[src/design/tlf_pkg.sv]
package tlf_pkg;

   // Field widths
   localparam int VALUE_W = 16;
   localparam int CODE_W  = 8;
   localparam int MAG_W   = 14;
   localparam int FULL_W  = 17;
   localparam int PROD_W  = 27;
   localparam int Q10_W   = 10;
   localparam int Q100_W  = 7;
   localparam int DIGIT_W = 4;
   localparam int IDX_W   = 4;
   localparam int LEAD_W  = 2;

   // Character and command codes
   localparam logic [CODE_W-1:0] CH_MINUS      = 8'h2D;
   localparam logic [CODE_W-1:0] CH_BLANK      = 8'hA0;
   localparam logic [CODE_W-1:0] CH_POINT      = 8'h2E;
   localparam logic [CODE_W-1:0] CH_DEGREE     = 8'hDF;
   localparam logic [CODE_W-1:0] CH_C          = 8'h43;
   localparam logic [CODE_W-1:0] CH_ZERO       = 8'h30;
   localparam logic [CODE_W-1:0] POS_CMD_RESET = 8'h80;

   // Magnitude limit and reciprocal constants (exact for magnitudes below the limit)
   localparam logic [FULL_W-1:0] MAG_LIMIT  = 17'd10000;
   localparam logic [FULL_W-1:0] FULL_RANGE = 17'h10000;
   localparam logic [PROD_W-1:0] RECIP_100  = 27'd5243;
   localparam int                RECIP_100_SHIFT = 19;
   localparam logic [PROD_W-1:0] RECIP_10   = 27'd6554;
   localparam int                RECIP_10_SHIFT  = 16;

   // Byte positions in a run
   localparam logic [IDX_W-1:0] BYTE_CMD   = 4'd0;
   localparam logic [IDX_W-1:0] BYTE_SIGN  = 4'd1;
   localparam logic [IDX_W-1:0] BYTE_FIRST = 4'd2;
   localparam logic [IDX_W-1:0] LAST_BIG   = 4'd1;
   localparam logic [IDX_W-1:0] LAST_SHORT = 4'd8;
   localparam logic [IDX_W-1:0] LAST_LONG  = 4'd9;

   // Slots of the number field once leading positions are skipped
   localparam logic [IDX_W-1:0] SLOT_THOUSANDS = 4'd0;
   localparam logic [IDX_W-1:0] SLOT_HUNDREDS  = 4'd1;
   localparam logic [IDX_W-1:0] SLOT_TENS      = 4'd2;
   localparam logic [IDX_W-1:0] SLOT_POINT     = 4'd3;
   localparam logic [IDX_W-1:0] SLOT_FRACTION  = 4'd4;
   localparam logic [IDX_W-1:0] SLOT_UNIT_HI   = 4'd5;
   localparam logic [IDX_W-1:0] SLOT_UNIT_LO   = 4'd6;

   // Leading positions skipped: none (four digits), one, two
   localparam logic [LEAD_W-1:0] LEAD_NONE = 2'd0;
   localparam logic [LEAD_W-1:0] LEAD_ONE  = 2'd1;
   localparam logic [LEAD_W-1:0] LEAD_TWO  = 2'd2;

   // Queue between front and back
   localparam int QUEUE_DEPTH = 2;
   localparam int QPTR_W      = (QUEUE_DEPTH > 1) ? $clog2(QUEUE_DEPTH) : 1;
   localparam int QCNT_W      = $clog2(QUEUE_DEPTH + 1);

   typedef struct packed {
      logic                neg;
      logic                celsius;
      logic                big;
      logic [LEAD_W-1:0]   lead;
      logic [DIGIT_W-1:0]  d_th;
      logic [DIGIT_W-1:0]  d_hu;
      logic [DIGIT_W-1:0]  d_te;
      logic [DIGIT_W-1:0]  d_fr;
   } tlf_item_type;

   typedef struct packed {
      logic [DIGIT_W-1:0] tens;
      logic [DIGIT_W-1:0] ones;
   } tlf_bcd2_type;

   // Split a value below 100 into two decimal digits (nine parallel compares)
   function automatic tlf_bcd2_type tlf_split_tens(input logic [Q100_W-1:0] value);
      tlf_bcd2_type      res;
      logic [Q100_W-1:0] rest;
      res.tens = '0;
      for (int i = 1; i < 10; i++) begin
         if (value >= Q100_W'(i * 10)) begin
            res.tens = DIGIT_W'(i);
         end
      end
      rest     = value - Q100_W'(res.tens) * Q100_W'(10);
      res.ones = rest[DIGIT_W-1:0];
      return res;
   endfunction

endpackage

[src/design/tlf_if.sv]
interface tlf_req_if import tlf_pkg::*; ();
   logic                       valid;
   logic                       ready;
   logic signed [VALUE_W-1:0]  tenths_value;
   logic                       celsius_unit;

   modport source (output valid, tenths_value, celsius_unit, input ready);
   modport sink   (input valid, tenths_value, celsius_unit, output ready);
endinterface

interface tlf_rsp_if import tlf_pkg::*; ();
   logic              valid;
   logic              ready;
   logic [CODE_W-1:0] char_code;
   logic              is_command;
   logic              last;

   modport source (output valid, char_code, is_command, last, input ready);
   modport sink   (input valid, char_code, is_command, last, output ready);
endinterface

interface tlf_csr_if import tlf_pkg::*; ();
   logic              valid;
   logic              ready;
   logic [CODE_W-1:0] position_command;

   modport source (output valid, position_command, input ready);
   modport sink   (input valid, position_command, output ready);
endinterface

[src/design/tlf_front.sv]
module tlf_front import tlf_pkg::*; (
   input  logic         clock,
   input  logic         reset,
   tlf_req_if.sink      req_ch,
   output logic         push_valid,
   output tlf_item_type push_item,
   input  logic         queue_full
);

   logic                s1_valid_ff, s1_valid_in;
   logic                s1_neg_ff, s1_neg_in;
   logic                s1_celsius_ff, s1_celsius_in;
   logic                s1_big_ff, s1_big_in;
   logic [MAG_W-1:0]    s1_mag_ff, s1_mag_in;

   logic                s2_valid_ff, s2_valid_in;
   logic                s2_neg_ff, s2_neg_in;
   logic                s2_celsius_ff, s2_celsius_in;
   logic                s2_big_ff, s2_big_in;
   logic [MAG_W-1:0]    s2_mag_ff, s2_mag_in;
   logic [Q10_W-1:0]    s2_q10_ff, s2_q10_in;
   logic [Q100_W-1:0]   s2_q100_ff, s2_q100_in;

   logic                accept;
   logic                s2_free;
   logic                s1_move;
   logic [VALUE_W-1:0]  raw;
   logic                raw_neg;
   logic [FULL_W-1:0]   mag_full;
   logic [PROD_W-1:0]   prod100;
   logic [PROD_W-1:0]   prod10;
   logic [MAG_W-1:0]    frac_wide;
   logic [Q10_W-1:0]    tens_wide;
   tlf_bcd2_type        upper;

   // Advance the two stages when the queue has room
   assign push_valid   = s2_valid_ff && !queue_full;
   assign s2_free      = !s2_valid_ff || push_valid;
   assign s1_move      = s1_valid_ff && s2_free;
   assign req_ch.ready = !s1_valid_ff || s2_free;
   assign accept       = req_ch.valid && req_ch.ready;

   // Take the magnitude and flag large values
   assign raw      = req_ch.tenths_value;
   assign raw_neg  = raw[VALUE_W-1];
   assign mag_full = raw_neg ? (FULL_RANGE - FULL_W'(raw)) : FULL_W'(raw);

   always_comb begin
      s1_valid_in   = accept || (s1_valid_ff && !s2_free);
      s1_neg_in     = s1_neg_ff;
      s1_celsius_in = s1_celsius_ff;
      s1_big_in     = s1_big_ff;
      s1_mag_in     = s1_mag_ff;
      if (accept) begin
         s1_neg_in     = raw_neg;
         s1_celsius_in = req_ch.celsius_unit;
         s1_big_in     = mag_full >= MAG_LIMIT;
         s1_mag_in     = mag_full[MAG_W-1:0];
      end
   end

   // Divide by 100 and by 10 through reciprocal products
   assign prod100 = PROD_W'(s1_mag_ff) * RECIP_100;
   assign prod10  = PROD_W'(s1_mag_ff) * RECIP_10;

   always_comb begin
      s2_valid_in   = s1_move || (s2_valid_ff && !push_valid);
      s2_neg_in     = s2_neg_ff;
      s2_celsius_in = s2_celsius_ff;
      s2_big_in     = s2_big_ff;
      s2_mag_in     = s2_mag_ff;
      s2_q10_in     = s2_q10_ff;
      s2_q100_in    = s2_q100_ff;
      if (s1_move) begin
         s2_neg_in     = s1_neg_ff;
         s2_celsius_in = s1_celsius_ff;
         s2_big_in     = s1_big_ff;
         s2_mag_in     = s1_mag_ff;
         s2_q10_in     = prod10[RECIP_10_SHIFT +: Q10_W];
         s2_q100_in    = prod100[RECIP_100_SHIFT +: Q100_W];
      end
   end

   // Build the digits and count the leading positions to skip
   assign frac_wide = s2_mag_ff - MAG_W'(s2_q10_ff) * MAG_W'(10);
   assign tens_wide = s2_q10_ff - Q10_W'(s2_q100_ff) * Q10_W'(10);
   assign upper     = tlf_split_tens(s2_q100_ff);

   always_comb begin
      push_item.neg     = s2_neg_ff;
      push_item.celsius = s2_celsius_ff;
      push_item.big     = s2_big_ff;
      push_item.d_th    = upper.tens;
      push_item.d_hu    = upper.ones;
      push_item.d_te    = tens_wide[DIGIT_W-1:0];
      push_item.d_fr    = frac_wide[DIGIT_W-1:0];
      if (s2_q100_ff >= Q100_W'(10)) begin
         push_item.lead = LEAD_NONE;
      end else if (s2_q100_ff != '0) begin
         push_item.lead = LEAD_ONE;
      end else begin
         push_item.lead = LEAD_TWO;
      end
   end

   always_ff @(posedge clock) begin
      if (reset) begin
         s1_valid_ff <= 1'b0;
         s2_valid_ff <= 1'b0;
      end else begin
         s1_valid_ff <= s1_valid_in;
         s2_valid_ff <= s2_valid_in;
      end
   end

   always_ff @(posedge clock) begin
      s1_neg_ff     <= s1_neg_in;
      s1_celsius_ff <= s1_celsius_in;
      s1_big_ff     <= s1_big_in;
      s1_mag_ff     <= s1_mag_in;
      s2_neg_ff     <= s2_neg_in;
      s2_celsius_ff <= s2_celsius_in;
      s2_big_ff     <= s2_big_in;
      s2_mag_ff     <= s2_mag_in;
      s2_q10_ff     <= s2_q10_in;
      s2_q100_ff    <= s2_q100_in;
   end

endmodule

[src/design/tlf_queue.sv]
module tlf_queue import tlf_pkg::*; (
   input  logic         clock,
   input  logic         reset,
   input  logic         push_valid,
   input  tlf_item_type push_item,
   output logic         queue_full,
   output logic         head_valid,
   output tlf_item_type head_item,
   input  logic         pop
);

   tlf_item_type         entries_ff [QUEUE_DEPTH];
   logic [QPTR_W-1:0]    wr_ptr_ff, wr_ptr_in;
   logic [QPTR_W-1:0]    rd_ptr_ff, rd_ptr_in;
   logic [QCNT_W-1:0]    count_ff, count_in;

   assign queue_full = count_ff == QCNT_W'(QUEUE_DEPTH);
   assign head_valid = count_ff != '0;
   assign head_item  = entries_ff[rd_ptr_ff];

   // Advance pointers and track the fill level
   always_comb begin
      wr_ptr_in = wr_ptr_ff;
      rd_ptr_in = rd_ptr_ff;
      count_in  = count_ff;
      if (push_valid) begin
         wr_ptr_in = (wr_ptr_ff == QPTR_W'(QUEUE_DEPTH - 1)) ? '0 : wr_ptr_ff + 1'b1;
      end
      if (pop) begin
         rd_ptr_in = (rd_ptr_ff == QPTR_W'(QUEUE_DEPTH - 1)) ? '0 : rd_ptr_ff + 1'b1;
      end
      if (push_valid && !pop) begin
         count_in = count_ff + 1'b1;
      end else if (pop && !push_valid) begin
         count_in = count_ff - 1'b1;
      end
   end

   always_ff @(posedge clock) begin
      if (reset) begin
         wr_ptr_ff <= '0;
         rd_ptr_ff <= '0;
         count_ff  <= '0;
      end else begin
         wr_ptr_ff <= wr_ptr_in;
         rd_ptr_ff <= rd_ptr_in;
         count_ff  <= count_in;
      end
   end

   // Store the pushed word
   always_ff @(posedge clock) begin
      if (push_valid) begin
         entries_ff[wr_ptr_ff] <= push_item;
      end
   end

   a_count_bound: assert property (@(posedge clock) disable iff (reset)
      count_ff <= QCNT_W'(QUEUE_DEPTH))
      else $error("queue fill level above depth");

   a_pop_nonempty: assert property (@(posedge clock) disable iff (reset)
      pop |-> count_ff != '0)
      else $error("pop from empty queue");

   a_push_room: assert property (@(posedge clock) disable iff (reset)
      push_valid |-> !queue_full)
      else $error("push into full queue");

endmodule

[src/design/tlf_back.sv]
module tlf_back import tlf_pkg::*; (
   input  logic         clock,
   input  logic         reset,
   tlf_csr_if.sink      csr_ch,
   tlf_rsp_if.source    rsp_ch,
   input  logic         head_valid,
   input  tlf_item_type head_item,
   output logic         pop
);

   logic [CODE_W-1:0] position_ff, position_in;
   logic [IDX_W-1:0]  byte_idx_ff, byte_idx_in;
   logic              rsp_valid_ff, rsp_valid_in;
   logic [CODE_W-1:0] char_code_ff, char_code_in;
   logic              is_command_ff, is_command_in;
   logic              last_ff, last_in;

   logic              byte_load;
   logic              byte_last;
   logic [IDX_W-1:0]  last_idx;
   logic [IDX_W-1:0]  slot;
   logic [CODE_W-1:0] byte_code;
   logic              byte_cmd;

   // Hold the cursor position command
   assign csr_ch.ready = 1'b1;
   assign position_in  = csr_ch.valid ? csr_ch.position_command : position_ff;

   assign rsp_ch.valid      = rsp_valid_ff;
   assign rsp_ch.char_code  = char_code_ff;
   assign rsp_ch.is_command = is_command_ff;
   assign rsp_ch.last       = last_ff;

   // Load the output register when an item waits and the register is empty or being taken
   assign byte_load = head_valid && (!rsp_valid_ff || rsp_ch.ready);

   always_comb begin
      if (head_item.big) begin
         last_idx = LAST_BIG;
      end else if (head_item.lead == LEAD_NONE) begin
         last_idx = LAST_LONG;
      end else begin
         last_idx = LAST_SHORT;
      end
   end

   assign byte_last = byte_idx_ff == last_idx;
   assign pop       = byte_load && byte_last;
   assign slot      = byte_idx_ff - BYTE_FIRST + IDX_W'(head_item.lead);

   // Pick the byte for the current position
   always_comb begin
      byte_cmd = 1'b0;
      case (byte_idx_ff)
         BYTE_CMD: begin
            byte_code = position_ff;
            byte_cmd  = 1'b1;
         end
         BYTE_SIGN: begin
            byte_code = head_item.neg ? CH_MINUS : CH_BLANK;
         end
         default: begin
            case (slot)
               SLOT_THOUSANDS: byte_code = CH_ZERO + CODE_W'(head_item.d_th);
               SLOT_HUNDREDS:  byte_code = CH_ZERO + CODE_W'(head_item.d_hu);
               SLOT_TENS:      byte_code = CH_ZERO + CODE_W'(head_item.d_te);
               SLOT_POINT:     byte_code = CH_POINT;
               SLOT_FRACTION:  byte_code = CH_ZERO + CODE_W'(head_item.d_fr);
               SLOT_UNIT_HI:   byte_code = head_item.celsius ? CH_DEGREE : CH_BLANK;
               SLOT_UNIT_LO:   byte_code = head_item.celsius ? CH_C : CH_BLANK;
               default:        byte_code = CH_BLANK;
            endcase
         end
      endcase
   end

   // Advance the byte counter and the output word
   always_comb begin
      byte_idx_in   = byte_idx_ff;
      rsp_valid_in  = rsp_valid_ff && !rsp_ch.ready;
      char_code_in  = char_code_ff;
      is_command_in = is_command_ff;
      last_in       = last_ff;
      if (byte_load) begin
         byte_idx_in   = byte_last ? BYTE_CMD : byte_idx_ff + 1'b1;
         rsp_valid_in  = 1'b1;
         char_code_in  = byte_code;
         is_command_in = byte_cmd;
         last_in       = byte_last;
      end
   end

   always_ff @(posedge clock) begin
      if (reset) begin
         position_ff  <= POS_CMD_RESET;
         byte_idx_ff  <= BYTE_CMD;
         rsp_valid_ff <= 1'b0;
      end else begin
         position_ff  <= position_in;
         byte_idx_ff  <= byte_idx_in;
         rsp_valid_ff <= rsp_valid_in;
      end
   end

   always_ff @(posedge clock) begin
      char_code_ff  <= char_code_in;
      is_command_ff <= is_command_in;
      last_ff       <= last_in;
   end

   a_cmd_first: assert property (@(posedge clock) disable iff (reset)
      byte_load && (byte_idx_ff == BYTE_CMD) |=> is_command_ff && rsp_valid_ff)
      else $error("run does not open with the command byte");

   a_mid_run_item: assert property (@(posedge clock) disable iff (reset)
      (byte_idx_ff != BYTE_CMD) |-> head_valid)
      else $error("item left the queue in the middle of its run");

endmodule

[src/design/tenths_value_to_lcd_field.sv]
// Formats a signed value in tenths as an 8- or 9-character LCD field.
// req_ch carries one word per item: tenths_value (signed, value x10) and
// celsius_unit. rsp_ch returns one LCD byte per word: first the cursor
// command (is_command high), then sign, digits with one fraction digit,
// the unit pair or two blanks, and trailing blanks; last marks the final
// byte. Magnitudes of 10000 or more give only the command and sign.
// csr_ch writes the cursor command byte; write it only while idle.
// Throughput: one byte per cycle on rsp_ch while rsp_ch is ready; an item
// is 9 or 10 bytes (2 for a large magnitude), as the byte sequencer in the
// back end sets. A two-stage front end computes the digits and a
// two-word queue lets the next item be formatted while bytes are sent.
// Reset clears the pipeline, the queue and the byte counter and loads the
// command byte 0x80. When rsp_ch stalls the current byte holds; the queue
// and the front stages fill and then req_ch.ready drops.
module tenths_value_to_lcd_field import tlf_pkg::*; (
   input  logic      clock,
   input  logic      reset,
   tlf_req_if.sink   req_ch,
   tlf_rsp_if.source rsp_ch,
   tlf_csr_if.sink   csr_ch
);

   logic         push_valid;
   tlf_item_type push_item;
   logic         queue_full;
   logic         head_valid;
   tlf_item_type head_item;
   logic         pop;

   // Accept and convert to digits
   tlf_front u_front (
      .clock      (clock),
      .reset      (reset),
      .req_ch     (req_ch),
      .push_valid (push_valid),
      .push_item  (push_item),
      .queue_full (queue_full)
   );

   // Decouple digit conversion from byte output
   tlf_queue u_queue (
      .clock      (clock),
      .reset      (reset),
      .push_valid (push_valid),
      .push_item  (push_item),
      .queue_full (queue_full),
      .head_valid (head_valid),
      .head_item  (head_item),
      .pop        (pop)
   );

   // Emit the byte run
   tlf_back u_back (
      .clock      (clock),
      .reset      (reset),
      .csr_ch     (csr_ch),
      .rsp_ch     (rsp_ch),
      .head_valid (head_valid),
      .head_item  (head_item),
      .pop        (pop)
   );

endmodule

[src/flat_wrapper.sv]
// flat-port wrapper written by rule: the top's interface ports become plain ports
module tenths_value_to_lcd_field_flat import tlf_pkg::*;
  (clock, reset, req_ch_valid, req_ch_tenths_value, req_ch_celsius_unit, req_ch_ready, rsp_ch_valid, rsp_ch_char_code, rsp_ch_is_command, rsp_ch_last, rsp_ch_ready, csr_ch_valid, csr_ch_position_command, csr_ch_ready);
  tlf_req_if req_ch_i ();
  tlf_rsp_if rsp_ch_i ();
  tlf_csr_if csr_ch_i ();
  input  logic clock;
  input  logic reset;
  input wire logic [$bits(req_ch_i.valid)-1:0] req_ch_valid;
  input wire logic [$bits(req_ch_i.tenths_value)-1:0] req_ch_tenths_value;
  input wire logic [$bits(req_ch_i.celsius_unit)-1:0] req_ch_celsius_unit;
  output wire logic [$bits(req_ch_i.ready)-1:0] req_ch_ready;
  output wire logic [$bits(rsp_ch_i.valid)-1:0] rsp_ch_valid;
  output wire logic [$bits(rsp_ch_i.char_code)-1:0] rsp_ch_char_code;
  output wire logic [$bits(rsp_ch_i.is_command)-1:0] rsp_ch_is_command;
  output wire logic [$bits(rsp_ch_i.last)-1:0] rsp_ch_last;
  input wire logic [$bits(rsp_ch_i.ready)-1:0] rsp_ch_ready;
  input wire logic [$bits(csr_ch_i.valid)-1:0] csr_ch_valid;
  input wire logic [$bits(csr_ch_i.position_command)-1:0] csr_ch_position_command;
  output wire logic [$bits(csr_ch_i.ready)-1:0] csr_ch_ready;
  assign req_ch_i.valid = req_ch_valid;
  assign req_ch_i.tenths_value = req_ch_tenths_value;
  assign req_ch_i.celsius_unit = req_ch_celsius_unit;
  assign req_ch_ready = req_ch_i.ready;
  assign rsp_ch_valid = rsp_ch_i.valid;
  assign rsp_ch_char_code = rsp_ch_i.char_code;
  assign rsp_ch_is_command = rsp_ch_i.is_command;
  assign rsp_ch_last = rsp_ch_i.last;
  assign rsp_ch_i.ready = rsp_ch_ready;
  assign csr_ch_i.valid = csr_ch_valid;
  assign csr_ch_i.position_command = csr_ch_position_command;
  assign csr_ch_ready = csr_ch_i.ready;
  tenths_value_to_lcd_field u_core (.clock(clock), .reset(reset), .req_ch(req_ch_i), .rsp_ch(rsp_ch_i), .csr_ch(csr_ch_i));
endmodule
[config.mk]
export PLATFORM = sky130hd
export DESIGN_NAME = tenths_value_to_lcd_field_flat
export DESIGN_NICKNAME = d
export VERILOG_FILES = /design/src/design/tlf_pkg.sv /design/src/design/tlf_if.sv /design/src/design/tlf_front.sv /design/src/design/tlf_queue.sv /design/src/design/tlf_back.sv /design/src/design/tenths_value_to_lcd_field.sv /design/src/flat_wrapper.sv
export SDC_FILE = /design/constraint.sdc
export NUM_CORES = 1
export LEC_CHECK = 0
export ABC_CLOCK_PERIOD_IN_PS = 5600
export BUFFER_PORTS_ARGS = -buffer_cell sky130_fd_sc_hd__buf_2
export CORE_MARGIN = 4
export CORE_UTILIZATION = 45
export DETAILED_ROUTE_END_ITERATION = 12
export GPL_TIMING_DRIVEN = 0
export MAX_ROUTING_LAYER = met4
export PLACE_DENSITY_LB_ADDON = 0.15
export REMOVE_ABC_BUFFERS = 1
export SLEW_MARGIN = 20
export SYNTH_ARGS = -nofsm -noshare
export SYNTH_HDL_FRONTEND = slang
export SYNTH_SLANG_ARGS = --single-unit
[constraint.sdc]
create_clock -name clock -period 5.6 [get_ports clock]
set_input_delay 0.28 -clock clock [delete_from_list [all_inputs] [get_ports clock]]
set_output_delay 0.28 -clock clock [all_outputs]
set_load 0.02 [all_outputs]
==> impl_results.html <==
<table>
<tr><th>Metric</th><th>Value</th></tr>
<tr><th colspan="2">Outcome</th></tr>
<tr><td>Result of the run</td><td>completed</td></tr>
<tr><th colspan="2">Clock tree</th></tr>
<tr><td>Clock Pin Slew Worst Setup and Hold Paths</td><td>around 80 ps</td></tr>
<tr><td>Inserted Clock Buffers</td><td>9</td></tr>
<tr><td>Maximum root-to-sink buffer count</td><td>2</td></tr>
<tr><td>Root cell of the clock tree</td><td>sky130_fd_sc_hd__clkbuf_16</td></tr>
<tr><td>Cts-stage hold buffer count</td><td>0</td></tr>
<tr><td>Clock tree from TritonCTS</td><td>built</td></tr>
<tr><td>Level count of the clock H-tree</td><td>3</td></tr>
<tr><td>CTS Sinks</td><td>approximately 110</td></tr>
<tr><td>Clock Latency Late Sink</td><td>about 350 ps</td></tr>
<tr><th colspan="2">Placement</th></tr>
<tr><td>Total cell area at the placement stage</td><td>roughly 11000 sq um</td></tr>
<tr><td>Port bufs</td><td>between 40 and 50</td></tr>
<tr><td>Number of cells in the design after placement</td><td>1286</td></tr>
<tr><td>Routability-driven placement congestion ratio</td><td>about 0.85</td></tr>
<tr><td>Half-perimeter wire length after detailed placement</td><td>around 17000 um</td></tr>
<tr><th colspan="2">Timing</th></tr>
<tr><td>RSZ-0062 raised after global routing</td><td>no</td></tr>
<tr><td>Shortest period the worst path allows</td><td>around 5300 ps</td></tr>
<tr><td>Worst clock skew on the final layout</td><td>roughly 14 ps</td></tr>
<tr><td>Worst Max-Slew Pin Slew</td><td>1020 ps</td></tr>
<tr><td>Max-Slew Margin vs Limit</td><td>32.3%</td></tr>
<tr><td>Highest attainable clock frequency</td><td>about 190 MHz</td></tr>
<tr><td>Share of the clock period used by the worst path</td><td>between 90 and 100%</td></tr>
<tr><td>Worst-case hold slack</td><td>a little over 100 ps</td></tr>
<tr><td>Final Hold Viols</td><td>0</td></tr>
<tr><td>Setup violations, final</td><td>0</td></tr>
<tr><td>Slew Viols, Final</td><td>0</td></tr>
<tr><th colspan="2">Hold path</th></tr>
<tr><td>Hold path endpoint</td><td>u_core.u_front.s1_celsius_ff$_DFFE_PP_</td></tr>
<tr><td>Cells on Worst Hold Path</td><td>1</td></tr>
<tr><td>Startpoint of the most critical hold path</td><td>req_ch_celsius_unit</td></tr>
<tr><td>Classification of the worst-slack hold path</td><td>in2reg</td></tr>
<tr><th colspan="2">Synth</th></tr>
<tr><td>Cell area after technology mapping</td><td>between 10000 and 15000 sq um</td></tr>
<tr><td>Share of async-settable or async-resettable flops after synthesis</td><td>0%</td></tr>
<tr><td>Biggest area contributors in the synthesized netlist</td><td>sky130_fd_sc_hd__edfxtp_1 25%, sky130_fd_sc_hd__fa_1 21%, sky130_fd_sc_hd__ha_1 18%</td></tr>
<tr><td>Number of distinct library cells after synthesis</td><td>64</td></tr>
<tr><td>Number of instances in the synthesized netlist</td><td>976</td></tr>
<tr><td>Yosys reg bits</td><td>107</td></tr>
<tr><td>Mean instance size in the synthesized netlist</td><td>around 11 sq um</td></tr>
<tr><td>Area share of the leading cell type in the synthesized netlist</td><td>25.3%</td></tr>
<tr><td>Top cell type by total area after synthesis</td><td>sky130_fd_sc_hd__edfxtp_1</td></tr>
<tr><td>Number of warnings printed during yosys synthesis</td><td>0</td></tr>
<tr><td>Most common flop cell mapped by yosys</td><td>sky130_fd_sc_hd__edfxtp_1</td></tr>
<tr><td>Number of synthesized flops with an enable pin</td><td>87</td></tr>
<tr><td>Register area share after synthesis</td><td>between 20 and 30%</td></tr>
<tr><th colspan="2">Pwr</th></tr>
<tr><td>Peak VDD IR</td><td>just under 0.0005 V</td></tr>
<tr><td>Static Leakage</td><td>5.43 nW</td></tr>
<tr><td>Pwr/cell area</td><td>between 400 and 500 nW/um^2</td></tr>
<tr><th colspan="2">Die</th></tr>
<tr><td>Effective utilization at floorplan</td><td>a little under half</td></tr>
<tr><td>Vert. Die Dim</td><td>between 150 and 200 um</td></tr>
<tr><td>Core Area</td><td>around 23000 sq um</td></tr>
<tr><td>Total number of placement rows</td><td>between 50 and 60</td></tr>
<tr><td>Die Span X</td><td>approximately 160 um</td></tr>
<tr><td>DIE AREA</td><td>25500 sq um</td></tr>
<tr><td>Top Ports</td><td>43</td></tr>
<tr><th colspan="2">Final layout</th></tr>
<tr><td>Fill cell total of the finished layout</td><td>2099</td></tr>
<tr><td>Post-route cell area</td><td>roughly 11000 sq um</td></tr>
<tr><td>Post-layout net count</td><td>roughly 1.3k</td></tr>
<tr><td>Most frequent standard cell in the layout excluding fill and tap cells</td><td>sky130_fd_sc_hd__inv_1</td></tr>
<tr><td>Final Instance Count excl. Fillers</td><td>between 1k and 1.5k</td></tr>
<tr><td>Diodes inserted</td><td>0</td></tr>
<tr><td>Area added between synthesis and finish</td><td>9.92%</td></tr>
<tr><td>Most used cells in the layout excluding fill and tap cells</td><td>259 x sky130_fd_sc_hd__inv_1, 152 x sky130_fd_sc_hd__ha_1, 108 x sky130_fd_sc_hd__fa_1</td></tr>
<tr><td>Layout cells sized above 1</td><td>about a tenth</td></tr>
<tr><td>Final cell utilization of the core</td><td>between 50% and 60%</td></tr>
<tr><th colspan="2">Route</th></tr>
<tr><td>Pre-antenna DRT Iters</td><td>4</td></tr>
<tr><td>Detailed-route wire length per cell</td><td>roughly 15 um</td></tr>
<tr><td>Final Routed Wirelength</td><td>19900 um</td></tr>
<tr><td>Vias post-DR</td><td>roughly 6.5k</td></tr>
<tr><td>Per-cell via count in the routed design</td><td>around 4.9</td></tr>
<tr><td>Post-detailed-route DRC marker count</td><td>0</td></tr>
<tr><td>Number of DRC violations after detailed-routing iteration 0</td><td>259</td></tr>
<tr><td>Count of antenna-violating nets left after detailed routing</td><td>0</td></tr>
<tr><th colspan="2">Critical path</th></tr>
<tr><td>Setup CP Type</td><td>reg2reg</td></tr>
<tr><td>Maximum fanout encountered on the critical timing path</td><td>7</td></tr>
<tr><td>Setup slack on the worst flop-to-flop path</td><td>260 ps</td></tr>
<tr><td>Capturing point of the worst reg2reg path</td><td>u_core.u_front.s2_q10_ff[3]$_DFFE_PP_</td></tr>
<tr><td>Worst R2R Start</td><td>u_core.u_front.s1_mag_ff[6]$_DFFE_PP_</td></tr>
<tr><td>Type of destination of the critical path</td><td>register</td></tr>
<tr><td>Startpoint kind of the worst setup timing path</td><td>register</td></tr>
<tr><td>Crit path required time</td><td>5710 ps</td></tr>
<tr><td>Worst R2R Path Depth</td><td>14</td></tr>
<tr><td>CP arrival</td><td>5460 ps</td></tr>
<tr><th colspan="2">GRT</th></tr>
<tr><td>Total track usage</td><td>between 10% and 20%</td></tr>
<tr><td>Leftover overflow at the end of global routing</td><td>0</td></tr>
<tr><td>Antenna violations before repair</td><td>0</td></tr>
<tr><td>Global-route wire length before repair</td><td>between 30000 and 40000 um</td></tr>
<tr><td>Pin count of the biggest net entering global routing</td><td>24</td></tr>
<tr><td>Number of global-route vias before repair</td><td>roughly 6.6k</td></tr>
<tr><th colspan="2">Flow run</th></tr>
<tr><td>Maxcap violations</td><td>0</td></tr>
</table>
[worst max-delay path by stage]
| stage | startpoint | endpoint | depth (start not counted) |
|---|---|---|---|
| 2_1_floorplan | u_core.u_front.s1_mag_ff[7]$_DFFE_PP_ | u_core.u_front.s2_q10_ff[3]$_DFFE_PP_ | 14 |
| 3_3_place_gp | u_core.u_front.s1_mag_ff[11]$_DFFE_PP_ | u_core.u_front.s2_q100_ff[6]$_DFFE_PP_ | 16 |
| 3_5_place_dp | u_core.u_front.s1_mag_ff[11]$_DFFE_PP_ | u_core.u_front.s2_q100_ff[6]$_DFFE_PP_ | 16 |
| 4_1_cts | u_core.u_front.s1_mag_ff[10]$_DFFE_PP_ | u_core.u_front.s2_q100_ff[5]$_DFFE_PP_ | 14 |
| 5_1_grt | u_core.u_front.s1_mag_ff[6]$_DFFE_PP_ | u_core.u_front.s2_q10_ff[3]$_DFFE_PP_ | 14 |
| 6_report | u_core.u_front.s1_mag_ff[6]$_DFFE_PP_ | u_core.u_front.s2_q10_ff[3]$_DFFE_PP_ | 14 |
[cells in the mapped netlist (2+ instances only)]
| library cell | instances |
|---|---|
| sky130_fd_sc_hd__a2111oi_0 | 2 |
| sky130_fd_sc_hd__a211oi_1 | 2 |
| sky130_fd_sc_hd__a21boi_0 | 2 |
| sky130_fd_sc_hd__a21o_1 | 5 |
| sky130_fd_sc_hd__a21oi_1 | 28 |
| sky130_fd_sc_hd__a221oi_1 | 4 |
| sky130_fd_sc_hd__a22o_1 | 4 |
| sky130_fd_sc_hd__a31oi_1 | 4 |
| sky130_fd_sc_hd__and2_1 | 3 |
| sky130_fd_sc_hd__and3_1 | 3 |
| sky130_fd_sc_hd__buf_2 | 2 |
| sky130_fd_sc_hd__buf_6 | 3 |
| sky130_fd_sc_hd__clkbuf_1 | 11 |
| sky130_fd_sc_hd__dfxtp_1 | 20 |
| sky130_fd_sc_hd__edfxtp_1 | 87 |
| sky130_fd_sc_hd__fa_1 | 108 |
| sky130_fd_sc_hd__ha_1 | 152 |
| sky130_fd_sc_hd__inv_1 | 259 |
| sky130_fd_sc_hd__mux2_2 | 2 |
| sky130_fd_sc_hd__mux2i_1 | 27 |
| sky130_fd_sc_hd__nand2_1 | 33 |
| sky130_fd_sc_hd__nand2b_1 | 6 |
| sky130_fd_sc_hd__nand3_1 | 12 |
| sky130_fd_sc_hd__nand4_1 | 4 |
| sky130_fd_sc_hd__nand4b_1 | 2 |
| sky130_fd_sc_hd__nor2_1 | 40 |
| sky130_fd_sc_hd__nor2b_1 | 4 |
| sky130_fd_sc_hd__nor3_1 | 6 |
| sky130_fd_sc_hd__nor4_1 | 5 |
| sky130_fd_sc_hd__nor4b_1 | 2 |
| sky130_fd_sc_hd__o211ai_1 | 6 |
| sky130_fd_sc_hd__o21a_1 | 3 |
| sky130_fd_sc_hd__o21ai_0 | 27 |
| sky130_fd_sc_hd__o21bai_1 | 2 |
| sky130_fd_sc_hd__o22ai_1 | 8 |
| sky130_fd_sc_hd__o31ai_1 | 7 |
| sky130_fd_sc_hd__or3_1 | 2 |
| sky130_fd_sc_hd__or3b_2 | 2 |
| sky130_fd_sc_hd__or4_1 | 3 |
| sky130_fd_sc_hd__xnor2_1 | 40 |
| sky130_fd_sc_hd__xor2_1 | 11 |
[critical path: stages, from the launching register on]
cell	delay [ps]
sky130_fd_sc_hd__edfxtp_1	580
sky130_fd_sc_hd__ha_1	430
sky130_fd_sc_hd__inv_1	80
sky130_fd_sc_hd__fa_1	510
sky130_fd_sc_hd__fa_1	520
sky130_fd_sc_hd__fa_1	510
sky130_fd_sc_hd__fa_1	550
sky130_fd_sc_hd__inv_1	40
sky130_fd_sc_hd__ha_1	330
sky130_fd_sc_hd__a2111oi_0	370
sky130_fd_sc_hd__o21ai_0	230
sky130_fd_sc_hd__a31o_2	290
sky130_fd_sc_hd__a41o_1	230
sky130_fd_sc_hd__a21oi_1	190
sky130_fd_sc_hd__xnor2_1	240
[power by group]
part           total [mW]  switching, mW  internal (mW)
logic                3.81           2.20           1.61
registers            1.21         0.0870           1.12
clock network       0.645          0.322          0.323
total                5.67           2.61           3.05
[sequential cells by signal, indices dropped and copies added (netlist names), 2 cells and up, named ones only]
| name | cells |
|---|---|
| u_core.u_queue.count_ff | 2 |
| u_core.u_queue.entries_ff | 42 |
| u_core.u_front.s2_mag_ff | 4 |
| u_core.u_front.s2_q10_ff | 4 |
| u_core.u_back.byte_idx_ff | 4 |
| u_core.u_front.s2_q100_ff | 7 |
| u_core.u_back.rsp_ch.char_code | 8 |
| u_core.u_back.position_ff | 8 |
| u_core.u_front.s1_mag_ff | 14 |
[layout make-up]
type                    instances  area [sq um]  share of cell area [%]
multi-input cells             592          6270                    55.2
flip-flops and latches        107          3010                    26.5
inverters                     259           972                    8.56
repair buffers                 71           438                    3.85
well taps                     285           357                    3.14
clock buffers                   9           225                    1.98
clock inverters                 7          86.3                   0.760
[metal layers]
metal | wire, um | vias up | GRT usage (%)
li1 | - | 3319 | -
met1 | 8580 | 3090 | 19.1
met2 | 10500 | 78 | 30.0
met3 | 413 | 18 | 2.23
met4 | 418 | 0 | 5.21
met5 | 0 | - | -
[repair_timing]
| item | 4_1_cts | 5_1_grt |
|---|---|---|
| endpoints found under the setup margin | 2 | 3 |
| resized for setup | 0 | 2 |
| setup buffers | 4 | 24 |
[cells by family (layout without fill, tap and decap cells)]
family | after synthesis | count (layout) | share of synthesized area, %
other | 1 | 1 | 0.0363
xor gates and xnor gates | 51 | 51 | 4.32
AOI/OAI and AO/OA | 120 | 120 | 7.77
muxes | 29 | 29 | 2.83
DFF | 107 | 107 | 29.1
buffers and inverters | 277 | 346 | 10.3
adders and majority gates | 261 | 261 | 39.4
and+or+nand+nor | 130 | 130 | 6.14
[metrics by stage]
stage | worst slack, ps | TNS, ps | power [mW]
global route | 9.26 | 0 | 6.39
floorplan | 788 | 0 | 4.07
detailed placement | -30.3 | -30.3 | 5.04
CTS | 51.0 | 0 | 5.73
finish | 256 | 0 | 5.67
global placement | -65.4 | -88.1 | 4.99
Power figures use the tool's default switching activity.
